### src/hw/rtl/ptmap_pkg.sv
// Shared constants, codes and controller/datapath interface types for the page table mapper.
package ptmap_pkg;

  localparam int TABLE_PAGES = 16;
  localparam int IDX_W       = 9;
  localparam int ENTRIES     = 1 << IDX_W;
  localparam int PAGE_W      = $clog2(TABLE_PAGES);
  localparam int ADDR_W      = PAGE_W + IDX_W;
  localparam int DEPTH       = TABLE_PAGES * ENTRIES;
  localparam int NFP_W       = $clog2(TABLE_PAGES + 1);
  localparam int FRAME_W     = 40;
  localparam int VPN_W       = 36;
  localparam int CFG_IDX_W   = 1;
  localparam int CFG_W       = 52;

  localparam logic [1:0] STATUS_DONE       = 2'd0;
  localparam logic [1:0] STATUS_NOT_MAPPED = 2'd1;
  localparam logic [1:0] STATUS_NO_TABLES  = 2'd2;

  localparam logic [CFG_IDX_W-1:0] REG_TABLE_BASE  = 1'd0;
  localparam logic [CFG_IDX_W-1:0] REG_ROOT_ACTIVE = 1'd1;

  typedef struct packed {
    logic       load;
    logic       clear_all;
    logic       clear_page;
    logic       read;
    logic       wr_link;
    logic       wr_user;
    logic       wr_leaf;
    logic       advance;
    logic       set_status;
    logic [1:0] status_code;
    logic       load_out;
  } ptmap_cmd_t;

  typedef struct packed {
    logic clear_all_last;
    logic clear_page_last;
    logic entry_ok;
    logic user;
    logic unmap;
    logic no_pages;
    logic level_last;
    logic out_free;
  } ptmap_sts_t;

endpackage

### src/hw/rtl/ptmap_ctrl.sv
// Controller state machine sequencing the table clear, walk, allocation and response.
module ptmap_ctrl import ptmap_pkg::*; (
  input  logic       clk,
  input  logic       rst,
  input  logic       in_valid,
  output logic       in_ready,
  input  ptmap_sts_t sts,
  output ptmap_cmd_t cmd
);

  typedef enum logic [7:0] {
    ST_INIT  = 8'b0000_0001,
    ST_IDLE  = 8'b0000_0010,
    ST_READ  = 8'b0000_0100,
    ST_EVAL  = 8'b0000_1000,
    ST_ALLOC = 8'b0001_0000,
    ST_LINK  = 8'b0010_0000,
    ST_LEAF  = 8'b0100_0000,
    ST_DONE  = 8'b1000_0000
  } state_t;

  state_t state, state_next;

  always_ff @(posedge clk) begin
    if (rst) begin
      state <= ST_INIT;
    end else begin
      state <= state_next;
    end
  end

  assign in_ready = (state == ST_IDLE);

  always_comb begin
    state_next = state;
    cmd        = '0;
    case (state)
      ST_INIT: begin
        cmd.clear_all = 1'b1;
        if (sts.clear_all_last) begin
          state_next = ST_IDLE;
        end
      end
      ST_IDLE: begin
        if (in_valid) begin
          cmd.load   = 1'b1;
          state_next = ST_READ;
        end
      end
      ST_READ: begin
        cmd.read   = 1'b1;
        state_next = ST_EVAL;
      end
      ST_EVAL: begin
        if (sts.unmap) begin
          if (!sts.entry_ok) begin
            cmd.set_status  = 1'b1;
            cmd.status_code = STATUS_NOT_MAPPED;
            state_next      = ST_DONE;
          end else begin
            cmd.advance = 1'b1;
            state_next  = sts.level_last ? ST_LEAF : ST_READ;
          end
        end else if (!sts.entry_ok) begin
          if (sts.no_pages) begin
            cmd.set_status  = 1'b1;
            cmd.status_code = STATUS_NO_TABLES;
            state_next      = ST_DONE;
          end else begin
            state_next = ST_ALLOC;
          end
        end else begin
          cmd.advance = 1'b1;
          cmd.wr_user = sts.user;
          state_next  = sts.level_last ? ST_LEAF : ST_READ;
        end
      end
      ST_ALLOC: begin
        cmd.clear_page = 1'b1;
        if (sts.clear_page_last) begin
          state_next = ST_LINK;
        end
      end
      ST_LINK: begin
        cmd.wr_link = 1'b1;
        state_next  = sts.level_last ? ST_LEAF : ST_READ;
      end
      ST_LEAF: begin
        cmd.wr_leaf = 1'b1;
        state_next  = ST_DONE;
      end
      ST_DONE: begin
        if (sts.out_free) begin
          cmd.load_out = 1'b1;
          state_next   = ST_IDLE;
        end
      end
      default: begin
        state_next = ST_INIT;
      end
    endcase
  end

endmodule

### config.mk
export PLATFORM = sky130hd
export DESIGN_NAME = ptmap_ctrl
export DESIGN_NICKNAME = d
export VERILOG_FILES = /design/src/hw/rtl/ptmap_pkg.sv /design/src/hw/rtl/ptmap_ctrl.sv
export SDC_FILE = /design/constraint.sdc
export NUM_CORES = 1
export LEC_CHECK = 0
export BUFFER_PORTS_ARGS = -buffer_cell sky130_fd_sc_hd__buf_2
export CAP_MARGIN = 20
export CORE_MARGIN = 10
export CORE_UTILIZATION = 45
export DETAILED_ROUTE_END_ITERATION = 10
export PLACE_DENSITY_LB_ADDON = 0.15
export SLEW_MARGIN = 5
export SYNTH_ARGS = -nofsm -noshare
export SYNTH_HDL_FRONTEND = slang
export SYNTH_SLANG_ARGS = --single-unit
### constraint.sdc
create_clock -name clk -period 1.68 [get_ports clk]
set_input_delay 0.252 -clock clk [delete_from_list [all_inputs] [get_ports clk]]
set_output_delay 0.252 -clock clk [all_outputs]
set_load 0.01 [all_outputs]
* After elaboration in Yosys (flattened, before gate mapping) *
Index checks and enable logic that the tools add are counted.

cells by class
  eq/ne operators = 12
  muxes and demuxes = 28
  reduce and logical (&&, ||, !) cells = 1

operators by type and width
  operator                                                               number
  8-bit 2-to-1 mux                                                       8
  8-bit case mux with 8 select lines                                     1
  1-bit 2-to-1 mux                                                       13
  3-bit 2-to-1 mux                                                       4
  8-bit by 1-bit equality test with 1-bit output, second input constant  1
  8-bit by 2-bit equality test with 1-bit output, second input constant  1
  8-bit by 3-bit equality test with 1-bit output, second input constant  1
  8-bit by 4-bit equality test with 1-bit output, second input constant  1
  8-bit by 5-bit equality test with 1-bit output, second input constant  1
  8-bit by 6-bit equality test with 1-bit output, second input constant  1
  8-bit by 7-bit equality test with 1-bit output, second input constant  1
  8-bit equality test, second input constant                             1
  2-bit != test, second input constant                                   4
  7-bit 2-to-1 mux                                                       1
  4-bit 2-to-1 mux                                                       1
  4-bit AND reduction                                                    1

word-level totals
  bits in registers = 8
  input port bits = 11
  output and inout port bits = 13
  word-level logic and storage cells = 42

* Longest topological paths before layout *
Gate-level depths: netlist of run 1.

  depth in word-level cells = 4
  mapped depth = 6
  gate-level depth less buffers = 5

* Least setup slack after synthesis of run 1 *
Ideal clock, no wire load.

  path kind = flip-flop to output port
  start point = register state[6]
  end point = output cmd[6] (netlist name)
  arrival time = 1392 ps
  data required time = 1428 ps
  path slack = 36 ps
  stages on the path, launching flop included = 6
  path buffers = 1
  cell sequence = dfxtp_1 > buf_6 > nor4_4 > nand2_4 > nor3_2 > and3b_1

RTL lines
  what                    line              source
  start, declared         ptmap_ctrl.sv:22  state_t state, state_next;
  start signal, assigned  ptmap_ctrl.sv:28  state <= state_next;
  end, declared           ptmap_ctrl.sv:8   output ptmap_cmd_t cmd

==> metrics.md, run 1 <==
| Metric | Value |
|---|---|
| Syn nets | `102` |
| CTS Hold Bufs | `0` |
| Sw frac | `40.4%` |
| DRT antenna net count | `0` |
| Setup ws final | `-92.5 ps` |
| Crit path launch type | `flip-flop` |
| Power share of the sequential group | `26.4%` |
| I/O Buffers | `23` |
| Critical R2R Launch | `state[6]$_SDFFE_PP0P_` |
| Most frequent cells in the layout | `buf_2 (22), nor2_1 (16), buf_4 (12), nand2b_1 (6)` |
| Peak Freq | `564 MHz` |
| WP data arrival | `1520 ps` |
| Setup tns final | `-301 ps` |
| P_sw | `403 µW` |
| Final Cycle Share | `106%` |
| Largest regs | `state (8)` |
| # nets final | `134` |
| Synthesized area per cell | `7.81 µm²` |
| Slew headroom | `73.9%` |
| Reg clk slew, reported paths | `60 ps` |
| Core Region | `1510 µm²` |
| Cell Area, Synth | `711 µm²` |
| CTS Buffer Depth | `2` |
| Pwr dens | `1070 nW/µm²` |
| Worst EP required | `1430 ps` |
| Die area | `3570 µm²` |
| FF+latch count, synth | `8` |
| Wire length of the first global-routing pass | `2.72 mm` |
| Pre-CTS WS | `84.4 ps` |
| Fin Hold WS | `251 ps` |
| Worst setup startpoint | `state[6]$_SDFFE_PP0P_` |
| Fin crit period | `1770 ps` |
| Synth unique cells | `34` |
| Final Hold Viols | `0` |
| Clk sinks | `8` |
| Fraction of layout cells with a size suffix above 1 | `44.6%` |
| Comb power frac | `58.1%` |
| Maximum VDD drop | `0.515 mV` |
| Vias per inst | `5.38` |
| Clk pwr share | `15.5%` |
| Worst skew pair latency | `260 ps` |
| DR WL/cell | `13.4 µm` |
| Synth Warn # | `0` |
| Reg with most FFs | `state` |
| Leakage | `0.000445 µW` |
| Worst Setup End Kind | `output port` |
| Synthesized instance count | `91` |
| Violated checks | `negative setup slack` |
| DRC | `0` |
| Commonest non-fill, non-tap cell in the layout | `buf_2` |
| IO Count | `24` |
| TritonCTS Buffers | `3` |
| Area Overhead vs Synth | `31.9%` |
| Worst-Margin Slew | `381 ps` |
| GR Overflow Total | `0` |
| RSZ-0062 raised after global routing | `true` |
| DPL Wire Length | `1.39 mm` |
| Final count of negative-setup-slack endpoints | `4` |
| Hold Crit Start | `rst` |
| Row count | `14` |
| Die H | `59.7 µm` |
| Starting Density | `47.2%` |
| RD Place Congestion | `0.839` |
| Root Driver | `clkbuf_4` |
| HP Class | `in2reg` |
| H-tree levels | `1` |
| Diode count | `0` |
| Crit Path Class | `reg2out` |
| First-pass DRT Iterations | `4` |
| Vias in the first global route | `659` |
| Die W | `59.7 µm` |
| Internal Power | `596 µW` |
| Slew Viols, Final | `0` |
| # fillers | `135` |
| Routed Wire Length | `1.84 mm` |
| Sequential element share of the synthesized area | `22.5%` |
| Crit-path max FO | `4` |
| Clock Skews | `9.49 ps` |
| Max FFs per register | `8` |
| Initial antenna violation count | `0` |
| MaxCap Viol Count | `0` |
| DRT iter0 DRCs | `10` |
| Largest net degree at the start of global routing | `10` |
| Vias | `737` |
| Status | `finished with violations` |
| CTS tree | `done` |
| GRT Total Usage | `9.69%` |
area by class of cell:
type | instances | area, µm² | share of cell area, %
well taps | 16 | 20.0 | 2.14
clock buffers | 3 | 22.5 | 2.40
repair buffers | 35 | 211 | 22.6
multi-input cells | 71 | 498 | 53.1
inverters | 4 | 15.0 | 1.60
flip-flops and latches | 8 | 170 | 18.2
cells by family after synthesis:
logic type	share of synthesized area, %
flip-flops	22.5
multiplexers	1.41
AO/OA/AOI/OAI	12.5
AND/OR/NAND/NOR	50.5
buffers and inverters	9.33
XOR/XNOR	3.70
metal layers:
metal	track usage (%)	vias to the layer above	wire length [µm]
met5	0	-	0
met4	5.77	0	32
met3	3.18	4	128
met2	15.9	21	954
met1	10.5	337	726
li1	-	375	-
Yosys cell counts:
cell type,count,area share [%]
o21ai_1,3,2.1
buf_2,5,3.5
clkbuf_1,1,0.53
buf_6,2,3.2
and3b_1,2,2.5
nor4_1,1,0.88
nor3_1,3,2.1
xnor2_1,3,3.7
or2b_1,1,1.1
nor2b_1,1,0.88
and3_1,1,0.88
nor3_2,2,2.8
o21a_1,1,1.1
nor3b_1,4,4.2
a2111oi_0,1,1.2
and2_1,2,1.8
a31oi_1,1,0.88
nor4b_1,1,1.2
nand2_4,1,1.6
o22ai_2,1,1.8
nand3_1,2,1.4
nand2b_1,6,5.3
o22a_1,1,1.2
or3b_1,1,1.2
a21oi_1,5,3.5
o21ai_0,1,0.70
inv_1,4,2.1
nor4_4,3,9.0
dfxtp_1,8,23
nand2_1,3,1.6
nand4b_1,2,2.5
nor2_1,16,8.5
and4_1,1,1.2
mux2i_1,1,1.4
power groups by stage:
stage / clock network, µW / registers (µW) / logic, µW
after floorplan: 0 / 227 / 416
after global placement: 0 / 263 / 521
after detailed placement: 0 / 265 / 523
after CTS: 155 / 264 / 536
after global routing: 166 / 270 / 642
final: 155 / 264 / 580
path summary, 6_finish.rpt:
check,endpoint,slack (ps),cells past startpoint
worst min register to register,state[0]$_SDFFE_PP1P_,560,2
worst max-delay path,cmd[2],-90,5
worst min-delay path,state[4]$_SDFFE_PP0P_,250,2
worst max register to register,state[0]$_SDFFE_PP1P_,90,6
what timing repair did:
item                                    in CTS  in global routing
resized for setup                            6                  6
endpoints found under the setup margin      11                 11
buffers inserted                             1                  4
pin swaps                                    3                  3
through the flow:
| step | cell area [µm²] | instances | power, µW | utilization (%) |
|---|---|---|---|---|
| 2_1_floorplan | 711 | 91 | 643 | - |
| 3_3_place_gp | 847 | 129 | 783 | 56.2 |
| 3_5_place_dp | 847 | 129 | 788 | 56.2 |
| 4_1_cts | 890 | 133 | 955 | 59.1 |
| 5_1_grt | 937 | 137 | 1080 | 62.2 |
| 6_report | 937 | 137 | 999 | 62.2 |
worst max-delay path, cell delays in order (launching register included):
cell,delay (ps)
dfxtp_2,330
nor4_4,330
nand2_4,110
nor3_4,200
and3b_1,170
buf_2,120
(Power assumes the default switching activity.)
==> run 2: changes to the inputs <==
CORE_UTILIZATION = 35   (was 45)
==> metrics.md, run 2 (synthesis gave the netlist of run 1 again) <==
| Metric | Value |
|---|---|
| Status | `finished with violations` |
| Violated checks | `negative setup slack` |
| Wire length of the first global-routing pass | `3.31 mm` |
| Peak Freq | `547 MHz` |
| Buf+Inv Stages, Crit Path | `2` |
| Diode count | `0` |
| DRT iter0 DRCs | `9` |
| Final Cycle Share | `109%` |
| GRT Total Usage | `9.74%` |
| Largest net degree at the start of global routing | `10` |
| Max FFs per register | `8` |
| Die area | `4230 µm²` |
| Clock Skews | `3.45 ps` |
| Setup ws final | `-147 ps` |
| DRC | `0` |
| Pre-CTS WS | `96.0 ps` |
| Root Driver | `clkbuf_4` |
| # nets final | `136` |
| Vias | `754` |
| Worst path max stage delay | `360 ps` |
| RSZ-0062 raised after global routing | `true` |
| Fraction of layout cells with a size suffix above 1 | `50.4%` |
| HP Class | `in2reg` |
| Starting Density | `36.6%` |
| Clk sinks | `8` |
| Core Util, Final | `52.9%` |
| First-pass DRT Iterations | `4` |
| Worst-Margin Slew | `349 ps` |
| Register area | `176 µm²` |
| Worst skew pair latency | `260 ps` |
| Setup slack, reg-to-reg | `130 ps` |
| Leakage | `0.000470 µW` |
| Cell Area, Placed | `853 µm²` |
| Reg with most FFs | `state` |
| CTS tree | `done` |
| Die H | `65.1 µm` |
| Crit Path Class | `reg2out` |
| GR Overflow Total | `0` |
| Cell Chain, Critical Path | `nor4_4 > nand2_4 > buf_12 > nor4_4 > buf_2` |
| I/O Buffers | `23` |
| Crit path launch type | `flip-flop` |
| Final count of negative-setup-slack endpoints | `7` |
| MaxCap Viol Count | `0` |
| Worst EP required | `1430 ps` |
| H-tree levels | `1` |
| Slew headroom | `76.1%` |
| DR WL/cell | `13.6 µm` |
| Most frequent CP cell | `nor4_4` |
| Met1 Track Usage GR | `10.2%` |
| GRT busiest layer | `met2` |
| Vias per inst | `5.03` |
| Met3 usage | `5.33%` |
| CTS Buffer Depth | `2` |
| Initial antenna violation count | `0` |
| Slowest-stage cell, CP | `dfxtp_4` |
| Area Overhead vs Synth | `44.5%` |
| Slew Viols, Final | `0` |
| Crit-path max FO | `4` |
| Worst setup startpoint | `state[6]$_SDFFE_PP0P_` |
| Area of the multi-input gates | `524 µm²` |
| IO Count | `24` |
| Most frequent cells in the layout | `buf_2 (20), nor2_1 (14), buf_4 (12), nand2b_1 (5), a21oi_1 (5)` |
| Core Region | `1940 µm²` |
| Cell family with most CP delay | `simple AND/OR/NAND/NOR gates` |
| # fillers | `196` |
| Hold Crit Start | `sts[1]` |
| Largest regs | `state (8)` |
| DRT antenna net count | `0` |
| Worst Setup End Kind | `output port` |
| Routed Wire Length | `2.04 mm` |
| Die W | `65.1 µm` |
| Maximum VDD drop | `0.601 mV` |
| Commonest non-fill, non-tap cell in the layout | `buf_2` |
| WP data arrival | `1570 ps` |
| Met2 usage | `15.1%` |
| Final Hold Viols | `0` |
| Critical R2R Launch | `state[6]$_SDFFE_PP0P_` |
| TritonCTS Buffers | `3` |
| Reg clk slew, reported paths | `60 ps` |
| Final instance area | `1030 µm²` |
| RD Place Congestion | `0.795` |
| Vias in the first global route | `748` |
| Pwr dens | `1080 nW/µm²` |
| DPL Wire Length | `1.49 mm` |
| Row count | `16` |
| CTS Hold Bufs | `0` |
| Fin crit period | `1830 ps` |
run 2: worst reg2reg max path, cell delays in order (launching register included):
cell	delay, ps
dfxtp_4	360
nor4_4	340
buf_4	190
buf_4	100
or2b_1	210
o21ai_1	130
o21ai_1	90
run 2: final cells by class:
| cell class | instances | share of cell area, % |
|---|---|---|
| inverter | 4 | 1.46 |
| tap | 27 | 3.29 |
| multi-input combinational | 71 | 51.0 |
| sequential | 8 | 17.2 |
| clock buffer | 3 | 2.19 |
| timing repair buffer | 37 | 24.8 |
run 2: stage by stage:
stage          power [µW]  cells  hold slack [ps]  setup TNS [ps]
6_report             1110    150              257            -564
5_1_grt              1210    150              254           -1610
4_1_cts              1070    147              257            -551
3_5_place_dp          769    139              541               0
3_3_place_gp          772    139              548               0
2_1_floorplan         643     91              417               0
run 2: path summary, 6_finish.rpt:
| check | cells after the start | to |
|---|---|---|
| setup / recovery | 5 | cmd[3] |
| hold / removal | 2 | state[6]$_SDFFE_PP0P_ |
| setup reg to reg | 6 | state[0]$_SDFFE_PP1P_ |
| hold reg to reg | 2 | state[0]$_SDFFE_PP1P_ |
run 2: timing repair:
| item | 4_1_cts | 5_1_grt |
|---|---|---|
| endpoints found under the setup margin | 11 | 14 |
| pin swaps | 5 | 9 |
| gates resized for setup | 14 | 11 |
| buffers inserted | 5 | 4 |
run 2: layer usage:
layer	vias up	routed length (µm)
li1	383	-
met1	346	839
met2	21	997
met3	4	178
met4	0	29
met5	-	0
run 2: power by group:
group,switching [µW],internal (µW),total [µW]
logic,335,366,701
clock network,72.7,82.3,155
registers,33.1,225,259
